<file path="src/rtl/csem_pkg.sv">
// ----------------------------------------------------------------------------
// csem_pkg
// Sizes, command and action codes, control types and helpers shared by the
// semaphore table modules.
// ----------------------------------------------------------------------------
`default_nettype none

package csem_pkg;

	// Table geometry
	localparam int NUM_SEMS  = 16;
	localparam int NUM_PROCS = 16;
	localparam int SEM_AW    = (NUM_SEMS > 1) ? $clog2(NUM_SEMS) : 1;
	localparam int PROC_AW   = (NUM_PROCS > 1) ? $clog2(NUM_PROCS) : 1;
	localparam int QDEPTH    = NUM_SEMS * NUM_PROCS;
	localparam int QA_W      = $clog2(QDEPTH);

	// Field widths
	localparam int CMD_W = 2;
	localparam int PID_W = 4;
	localparam int SID_W = 4;
	localparam int CNT_W = 16;
	localparam int ACT_W = 3;

	// Command codes
	localparam logic [CMD_W-1:0] CMD_ALLOC  = 2'd0;
	localparam logic [CMD_W-1:0] CMD_WAIT   = 2'd1;
	localparam logic [CMD_W-1:0] CMD_SIGNAL = 2'd2;

	// Action codes
	localparam logic [ACT_W-1:0] ACT_NONE    = 3'd0;
	localparam logic [ACT_W-1:0] ACT_ALLOC   = 3'd1;
	localparam logic [ACT_W-1:0] ACT_FULL    = 3'd2;
	localparam logic [ACT_W-1:0] ACT_BLOCK   = 3'd3;
	localparam logic [ACT_W-1:0] ACT_UNBLOCK = 3'd4;
	localparam logic [ACT_W-1:0] ACT_INVALID = 3'd5;

	// Count limits
	localparam logic signed [CNT_W-1:0] CNT_MIN = 16'sh8000;
	localparam logic signed [CNT_W-1:0] CNT_MAX = 16'sh7fff;

	typedef enum logic {
		ST_IDLE,
		ST_EXEC
	} st_t;

	// Claim request into the valid table
	typedef struct packed {
		logic              set;
		logic [SEM_AW-1:0] idx;
	} vld_set_t;

	// Valid table status
	typedef struct packed {
		logic              full;
		logic [SEM_AW-1:0] free_idx;
		logic              hit;
	} vld_stat_t;

	// Ring slot after s, wrapping at NUM_PROCS
	function automatic logic [PROC_AW-1:0] slot_inc(input logic [PROC_AW-1:0] s);
		logic [PROC_AW-1:0] r;
		if (s == PROC_AW'(NUM_PROCS - 1))
			r = '0;
		else
			r = s + 1'b1;
		return r;
	endfunction

	// Flat wait-queue address of one ring slot
	function automatic logic [QA_W-1:0] qaddr(input logic [SEM_AW-1:0] sem,
			input logic [PROC_AW-1:0] slot);
		logic [QA_W-1:0] r;
		r = QA_W'(sem) * QA_W'(NUM_PROCS) + QA_W'(slot);
		return r;
	endfunction

endpackage

`default_nettype wire

</file>
<file path="src/rtl/csem_ram.sv">
// ----------------------------------------------------------------------------
// csem_ram
// Generic single-write, single-read synchronous RAM with registered read.
// ----------------------------------------------------------------------------
`default_nettype none

module csem_ram #(
	parameter int WIDTH = 8,
	parameter int DEPTH = 16,
	localparam int AW = (DEPTH > 1) ? $clog2(DEPTH) : 1
) (
	input  wire logic             clk,
	input  wire logic             we,
	input  wire logic [AW-1:0]    waddr,
	input  wire logic [WIDTH-1:0] wdata,
	input  wire logic [AW-1:0]    raddr,
	output logic      [WIDTH-1:0] rdata
);

	logic [WIDTH-1:0] mem [DEPTH];

	// Write port
	always_ff @(posedge clk) begin
		if (we)
			mem[waddr] <= wdata;
	end

	// Registered read port
	always_ff @(posedge clk) begin
		rdata <= mem[raddr];
	end

endmodule

`default_nettype wire

</file>
<file path="src/rtl/csem_valid.sv">
// ----------------------------------------------------------------------------
// csem_valid
// Entry valid bits: lookup of one entry, lowest-free search and claim.
// ----------------------------------------------------------------------------
`default_nettype none

module csem_valid (
	input  wire logic                          clk,
	input  wire logic                          arst_n,
	input  wire csem_pkg::vld_set_t            set_req,
	input  wire logic [csem_pkg::SEM_AW-1:0]   lk_idx,
	output csem_pkg::vld_stat_t                stat
);
	import csem_pkg::*;

	logic [NUM_SEMS-1:0] valid_q;
	logic [SEM_AW-1:0]   free_idx;

	// Mark claimed entries
	always_ff @(posedge clk or negedge arst_n) begin
		if (!arst_n)
			valid_q <= '0;
		else if (set_req.set)
			valid_q[set_req.idx] <= 1'b1;
	end

	// Find the lowest free entry
	always_comb begin
		free_idx = '0;
		for (int i = NUM_SEMS - 1; i >= 0; i--) begin
			if (!valid_q[i])
				free_idx = SEM_AW'(i);
		end
	end

	assign stat.full     = &valid_q;
	assign stat.free_idx = free_idx;
	assign stat.hit      = valid_q[lk_idx];

endmodule

`default_nettype wire

</file>
<file path="src/rtl/counting_semaphore_table.sv">
// ----------------------------------------------------------------------------
// counting_semaphore_table
// Table of counting semaphores with a FIFO ring of waiters per entry.
// ----------------------------------------------------------------------------
//  channel  | handshake         | word
//  ---------+-------------------+-----------------------------------------------
//  command  | start, busy       | command, process_id, sem_id, init_value
//  result   | done (one cycle)  | action, result_sem_id, result_process
//
//  A command is taken when start is high and busy is low. The count RAM and
//  the wait-queue RAM are read in the accept cycle, and the update is
//  computed and written back in the next one, with busy high.
//  The result appears with done in the cycle after that, while the next
//  command may already be taken. Reset clears the valid bits and the ring
//  pointers at once; no clearing pass is needed. done cannot be stalled.
// ----------------------------------------------------------------------------
`default_nettype none

module counting_semaphore_table (
	input  wire logic                          clk,
	input  wire logic                          arst_n,
	input  wire logic                          start,
	output logic                               busy,
	input  wire logic [csem_pkg::CMD_W-1:0]    command,
	input  wire logic [csem_pkg::PID_W-1:0]    process_id,
	input  wire logic [csem_pkg::SID_W-1:0]    sem_id,
	input  wire logic signed [csem_pkg::CNT_W-1:0] init_value,
	output logic                               done,
	output logic      [csem_pkg::ACT_W-1:0]    action,
	output logic      [csem_pkg::SID_W-1:0]    result_sem_id,
	output logic      [csem_pkg::PID_W-1:0]    result_process
);
	import csem_pkg::*;

	st_t state_q, state_nx;
	logic exec_en;
	logic acc;

	// Ring pointers and wrap marks per entry
	logic [PROC_AW-1:0] head_q [NUM_SEMS];
	logic [PROC_AW-1:0] tail_q [NUM_SEMS];
	logic [NUM_SEMS-1:0] wrap_q;

	// Command captured at accept
	logic [CMD_W-1:0]        cmd_s1;
	logic [PID_W-1:0]        pid_s1;
	logic [SEM_AW-1:0]       sidx_s1;
	logic signed [CNT_W-1:0] init_s1;
	logic                    ok_s1;
	logic [PROC_AW-1:0]      head_s1;
	logic [PROC_AW-1:0]      tail_s1;
	logic                    wrap_s1;

	logic [SEM_AW-1:0] sid_idx;
	logic              in_range;

	// Valid table
	vld_set_t  set_req;
	vld_stat_t vstat;

	// Memory ports
	logic                    cnt_we;
	logic [SEM_AW-1:0]       cnt_waddr;
	logic signed [CNT_W-1:0] cnt_wdata;
	logic [CNT_W-1:0]        cnt_rdata;
	logic                    q_we;
	logic [PID_W-1:0]        q_rdata;

	// Update decisions
	logic signed [CNT_W-1:0] cnt;
	logic signed [CNT_W-1:0] cnt_dec;
	logic signed [CNT_W-1:0] cnt_inc;
	logic                    q_written;
	logic                    tail_adv;
	logic                    head_adv;
	logic [ACT_W-1:0]        act_nx;
	logic [SID_W-1:0]        rsem_nx;
	logic [PID_W-1:0]        rproc_nx;

	assign acc      = start & ~busy;
	assign sid_idx  = SEM_AW'(sem_id);
	assign in_range = (32'(sem_id) < 32'(NUM_SEMS));

	// Advance state
	always_ff @(posedge clk or negedge arst_n) begin
		if (!arst_n)
			state_q <= ST_IDLE;
		else
			state_q <= state_nx;
	end

	// Next state
	always_comb begin
		state_nx = state_q;
		unique case (state_q)
			ST_IDLE: begin
				if (acc)
					state_nx = ST_EXEC;
			end
			ST_EXEC: state_nx = ST_IDLE;
			default: state_nx = ST_IDLE;
		endcase
	end

	// State outputs
	always_comb begin
		busy    = 1'b0;
		exec_en = 1'b0;
		unique case (state_q)
			ST_IDLE: begin
				busy    = 1'b0;
				exec_en = 1'b0;
			end
			ST_EXEC: begin
				busy    = 1'b1;
				exec_en = 1'b1;
			end
			default: begin
				busy    = 1'b0;
				exec_en = 1'b0;
			end
		endcase
	end

	csem_valid u_valid (
		.clk     (clk),
		.arst_n  (arst_n),
		.set_req (set_req),
		.lk_idx  (sid_idx),
		.stat    (vstat)
	);

	// Hold the command word and the entry's pointers
	always_ff @(posedge clk) begin
		if (acc) begin
			cmd_s1  <= command;
			pid_s1  <= process_id;
			sidx_s1 <= sid_idx;
			init_s1 <= init_value;
			ok_s1   <= in_range & vstat.hit;
			head_s1 <= head_q[sid_idx];
			tail_s1 <= tail_q[sid_idx];
			wrap_s1 <= wrap_q[sid_idx];
		end
	end

	csem_ram #(
		.WIDTH (CNT_W),
		.DEPTH (NUM_SEMS)
	) u_cnt_ram (
		.clk   (clk),
		.we    (cnt_we),
		.waddr (cnt_waddr),
		.wdata (cnt_wdata),
		.raddr (sid_idx),
		.rdata (cnt_rdata)
	);

	csem_ram #(
		.WIDTH (PID_W),
		.DEPTH (QDEPTH)
	) u_queue_ram (
		.clk   (clk),
		.we    (q_we),
		.waddr (qaddr(sidx_s1, tail_s1)),
		.wdata (pid_s1),
		.raddr (qaddr(sid_idx, head_q[sid_idx])),
		.rdata (q_rdata)
	);

	// Saturating count steps
	assign cnt     = cnt_rdata;
	assign cnt_dec = (cnt != CNT_MIN) ? cnt - 16'sd1 : cnt;
	assign cnt_inc = (cnt != CNT_MAX) ? cnt + 16'sd1 : cnt;

	// A slot never written reads as zero
	assign q_written = wrap_s1 | (head_s1 < tail_s1);

	// Decide the update and the result
	always_comb begin
		act_nx      = ACT_NONE;
		rsem_nx     = '0;
		rproc_nx    = '0;
		cnt_we      = 1'b0;
		cnt_waddr   = sidx_s1;
		cnt_wdata   = cnt;
		q_we        = 1'b0;
		tail_adv    = 1'b0;
		head_adv    = 1'b0;
		set_req.set = 1'b0;
		set_req.idx = vstat.free_idx;
		if (exec_en) begin
			case (cmd_s1)
				CMD_ALLOC: begin
					if (vstat.full) begin
						act_nx = ACT_FULL;
					end else begin
						act_nx      = ACT_ALLOC;
						rsem_nx     = SID_W'(vstat.free_idx);
						set_req.set = 1'b1;
						cnt_we      = 1'b1;
						cnt_waddr   = vstat.free_idx;
						cnt_wdata   = init_s1;
					end
				end
				CMD_WAIT: begin
					if (!ok_s1) begin
						act_nx = ACT_INVALID;
					end else begin
						cnt_we    = 1'b1;
						cnt_wdata = cnt_dec;
						if (cnt_dec < 16'sd0) begin
							act_nx   = ACT_BLOCK;
							rproc_nx = pid_s1;
							q_we     = 1'b1;
							tail_adv = 1'b1;
						end
					end
				end
				CMD_SIGNAL: begin
					if (!ok_s1) begin
						act_nx = ACT_INVALID;
					end else begin
						cnt_we    = 1'b1;
						cnt_wdata = cnt_inc;
						if (cnt_inc < 16'sd1) begin
							act_nx   = ACT_UNBLOCK;
							rproc_nx = q_written ? q_rdata : '0;
							head_adv = 1'b1;
						end
					end
				end
				default: act_nx = ACT_NONE;
			endcase
		end
	end

	// Advance ring pointers
	always_ff @(posedge clk or negedge arst_n) begin
		if (!arst_n) begin
			for (int i = 0; i < NUM_SEMS; i++) begin
				head_q[i] <= '0;
				tail_q[i] <= '0;
			end
			wrap_q <= '0;
		end else begin
			if (tail_adv) begin
				tail_q[sidx_s1] <= slot_inc(tail_s1);
				if (tail_s1 == PROC_AW'(NUM_PROCS - 1))
					wrap_q[sidx_s1] <= 1'b1;
			end
			if (head_adv)
				head_q[sidx_s1] <= slot_inc(head_s1);
		end
	end

	// Result strobe
	always_ff @(posedge clk or negedge arst_n) begin
		if (!arst_n)
			done <= 1'b0;
		else
			done <= exec_en;
	end

	// Result word
	always_ff @(posedge clk) begin
		if (exec_en) begin
			action         <= act_nx;
			result_sem_id  <= rsem_nx;
			result_process <= rproc_nx;
		end
	end

endmodule

`default_nettype wire

</file>
<file path="config.mk">
export PLATFORM = sky130hd
export DESIGN_NAME = counting_semaphore_table
export DESIGN_NICKNAME = d
export VERILOG_FILES = /design/src/rtl/csem_pkg.sv /design/src/rtl/csem_ram.sv /design/src/rtl/csem_valid.sv /design/src/rtl/counting_semaphore_table.sv
export SDC_FILE = /design/constraint.sdc
export NUM_CORES = 2
export LEC_CHECK = 0
export BUFFER_PORTS_ARGS = -buffer_cell sky130_fd_sc_hd__buf_2
export CORE_ASPECT_RATIO = 1.75
export CORE_MARGIN = 2
export CORE_UTILIZATION = 35
export DETAILED_ROUTE_END_ITERATION = 7
export PLACE_DENSITY = 0.48
export SYNTH_ARGS = -nofsm -noshare
export SYNTH_HDL_FRONTEND = slang
export SYNTH_SLANG_ARGS = --single-unit
</file>
<file path="constraint.sdc">
create_clock -name clk -period 3.75 [get_ports clk]
set_input_delay 0.75 -clock clk [delete_from_list [all_inputs] [get_ports clk]]
set_output_delay 0.75 -clock clk [all_outputs]
set_load 0.1 [all_outputs]
</file>
==> impl_metrics.ini <==
[outcome]
outcome = finished, violations left
violations = setup timing

[placed_design]
dpl_worst_slack_ns = -0.9375
routabilityCongestion = 0.9271
dp_hpwl_um = 141400
port_buffers = 41

[logic_synthesis]
synth_common_cells = 1327 x edfxtp_1, 683 x nand2_1, 355 x nor2_1
ys_warn_count = 0
yosysMostFrequentCell = edfxtp_1
synth_edf_count = 1327
async_flop_share_pct = 10.74
synth_seq_cells = 1509
yosysTopAreaCell = edfxtp_1
syn_avg_cell_area_um2 = 14.56
ys_seq_area_share_pct = 71.02
synth_ff_type = edfxtp_1
synth.distinct_cells = 90
synthTopCellsByArea = edfxtp_1 64%, dfrtp_1 6.5%, mux4_2 4.3%
synth.net_count = 4327
netlist_area_um2 = 62380
synth_top_area_share_pct = 63.88
synthCells = 4284

[layout]
nNetsFinal = 4759
fin_util_pct = 41.82
drive_gt1_share_pct = 23.48
area_delta_synth_final_pct = 19.17

[power]
clkPwrFrac_pct = 40.6
powerDensity_nw_per_um2 = 496.9
total_power_mw = 36.94
peakVddDrop_uv = 459.8
p_leak_nw = 25.89
comb_power_share_pct = 8.9
power.internal_mw = 28.21
switching_share_pct = 23.62
power.switching_mw = 8.726
seq_power_share_pct = 50.6

[die]
initial_core_util_pct = 35.09
dieArea_um2 = 181700
boundaryPins = 42
die_w_um = 323.1
core_area_um2 = 177800
die_h_um = 562.5
rows = 205

[sta]
slew_headroom_pct = 26.77
layout_min_cycle_time_ns = 3.784
period_share_pct = 100.9
setup_ws_ns = -0.03394
rsz0062_at_grt = yes
final_hold_viol_count = 0
worst_slew_pin_slew_ns = 1.098
drv_slew = 0
fmaxAchievable_mhz = 264.3
setup_viol = 2
clock-skew-final_ns = 0.04419

[cts]
clk_latency_ns = 0.80
clk_path_buf_depth = 4
cts_buffers = 147
cts.sinks = 1509
cts.root.buffer_cell = clkbuf_16
cts_tree = built
clk_pin_slew_worst_paths_ns = 0.07
htree_levels = 4

[route]
routed_wl_um = 202400
drt-initial-drc-count = 2637
routed_via_density = 5.348
dr.pass1.iters = 6
vias = 38520
wl_per_cell_um = 28.10
postRouteAntennaNets = 0
post-route-drc-count = 0

[global_route]
grt_overflow = 0
grt_max_degree = 96
antenna_found_initial = 4
grt_pass1_vias = 40470
grt_usage_pct = 22.11
grt_first_pass_wirelength_um = 286900

[worst_setup_path]
worst_setup_path_end_kind = flip-flop
cp_data_required_time_ns = 4.49
crit_type = reg2reg
critPathMaxStageDelay_ns = 0.72
cp_slowest_cell = o211ai_1
start_kind = flip-flop
path_common_cell = buf_4
crit_chain = nor2b_2, a2111oi_0, buf_4, o41ai_4, buf_4, nand2_8, buf_8, bufbuf_16, o21ai_0, a21oi_1, or3_1, o211ai_1, o211a_1
cp.arrival_ns = 4.52
crit_fanout = 14

[worst_hold_path]
worstHoldPathType = in2reg

[job]
maxCapViolations = 0
## stage by stage
step	hold WS, ns	instances	TNS (ns)	cell area, um^2
6_report	0.1278	7202	-0.04054	74340
5_1_grt	0.1039	7202	-0.1092	74340
4_1_cts	0.07709	7194	0	74100
3_5_place_dp	0.4518	6937	-4.979	69170
3_3_place_gp	0.4489	6937	-5.564	69170
2_1_floorplan	0.4337	4284	-321.98	62380
## power groups by stage
stage,sequential (mW),combinational [mW],clock (mW)
finish,18.7,3.27,15.0
global route,18.7,3.49,15.8
CTS,18.7,3.28,15.3
detailed placement,19.0,3.24,0
global placement,19.0,3.22,0
floorplan,19.1,1.55,0
## cell usage in the layout (no fill, tap or decap), types with 19 or more instances in the layout
master | Yosys | routed
nand4_1 | 23 | 23
buf_4 | 30 | 427
nand3_1 | 92 | 91
a31oi_1 | 26 | 25
a21oi_1 | 182 | 178
a22oi_1 | 30 | 30
edfxtp_1 | 1327 | 1327
clkbuf_16 | 0 | 154
a211oi_1 | 32 | 31
buf_2 | 103 | 37
nor2b_1 | 21 | 19
clkbuf_1 | 114 | 30
nor2_1 | 355 | 332
nor4_1 | 30 | 27
and3_1 | 53 | 53
nand2_1 | 683 | 674
mux2i_1 | 176 | 173
mux4_2 | 120 | 120
inv_1 | 25 | 25
o21ai_0 | 97 | 95
a32oi_1 | 83 | 83
nor2_2 | 1 | 22
dfrtp_1 | 162 | 162
buf_12 | 1 | 80
nor3_1 | 36 | 33
mux2_2 | 106 | 104
## registers in the layout (all words and copies together), names as in the netlist, 4 cells and up
signal             flops
u_queue_ram.mem     1024
u_cnt_ram.mem        256
head_q                64
tail_q                64
init_s1               16
u_cnt_ram.rdata       16
u_valid.valid_q       16
wrap_q                16
head_s1                4
pid_s1                 4
result_process         4
result_sem_id          4
sidx_s1                4
tail_s1                4
u_queue_ram.rdata      4
## worst max-delay path, delay by kind of cell (launching register included)
family          cells  cell delay, ns
buf+inv             4            0.81
simple gates        3            0.61
flops               1            0.34
compound gates      6            1.93
## cell families after synthesis
family                   synth area share (%)
AO/OA/AOI/OAI                           7.309
XOR/XNOR                               0.1123
adder cells (fa/ha/maj)                0.2808
buffers and inverters                   2.413
flip-flops                              71.02
multiplexers                            9.323
AND/OR/NAND/NOR                         9.538
## path summary, 6_finish.rpt
kind / startpoint / to / slack, ns / depth (start not counted)
max in group asynchronous: arst_n / u_valid.valid_q[0] / 2.64 / 3
setup reg to reg: head_q[62] / u_queue_ram.rdata[2] / -0.03 / 13
setup / recovery: head_q[62] / u_queue_ram.rdata[2] / -0.03 / 13
hold / removal: init_value[3] / init_s1[3] / 0.13 / 1
hold reg to reg: wrap_q[5] / wrap_q[5] / 0.48 / 1
min in group asynchronous: arst_n / head_q[56] / 0.38 / 2
## what timing repair did
item | CTS | global route
pin swaps | 5 | 11
setup endpoints to repair | 29 | 45
cloned | 1 | 2
buffers inserted | 2 | 5
hold buffers | 1 | 0
endpoints found under the hold margin | 15 | 0
resized for setup | 31 | 33
## per-layer routing
layer | global-route usage (%) | wire (um) | vias to the layer above
li1 | - | - | 17180
met1 | 22.39 | 69070 | 19870
met2 | 42.99 | 113000 | 1019
met3 | 2.365 | 6581 | 443
met4 | 12.90 | 13700 | 4
met5 | 0 | 25 | -
## layout make-up
cell class / count / area (um^2)
Fill cell: 16240 / 103400
Inverter: 29 / 132.6
Clock inverter: 66 / 754.5
Tap cell: 2380 / 2978
Timing Repair Buffer: 564 / 5293
Antenna cell: 1 / 2.502
Clock buffer: 188 / 3999
Multi-Input combinational cell: 2465 / 16870
Sequential cell: 1509 / 44310
Note: power is estimated with default switching activity, not from simulation.
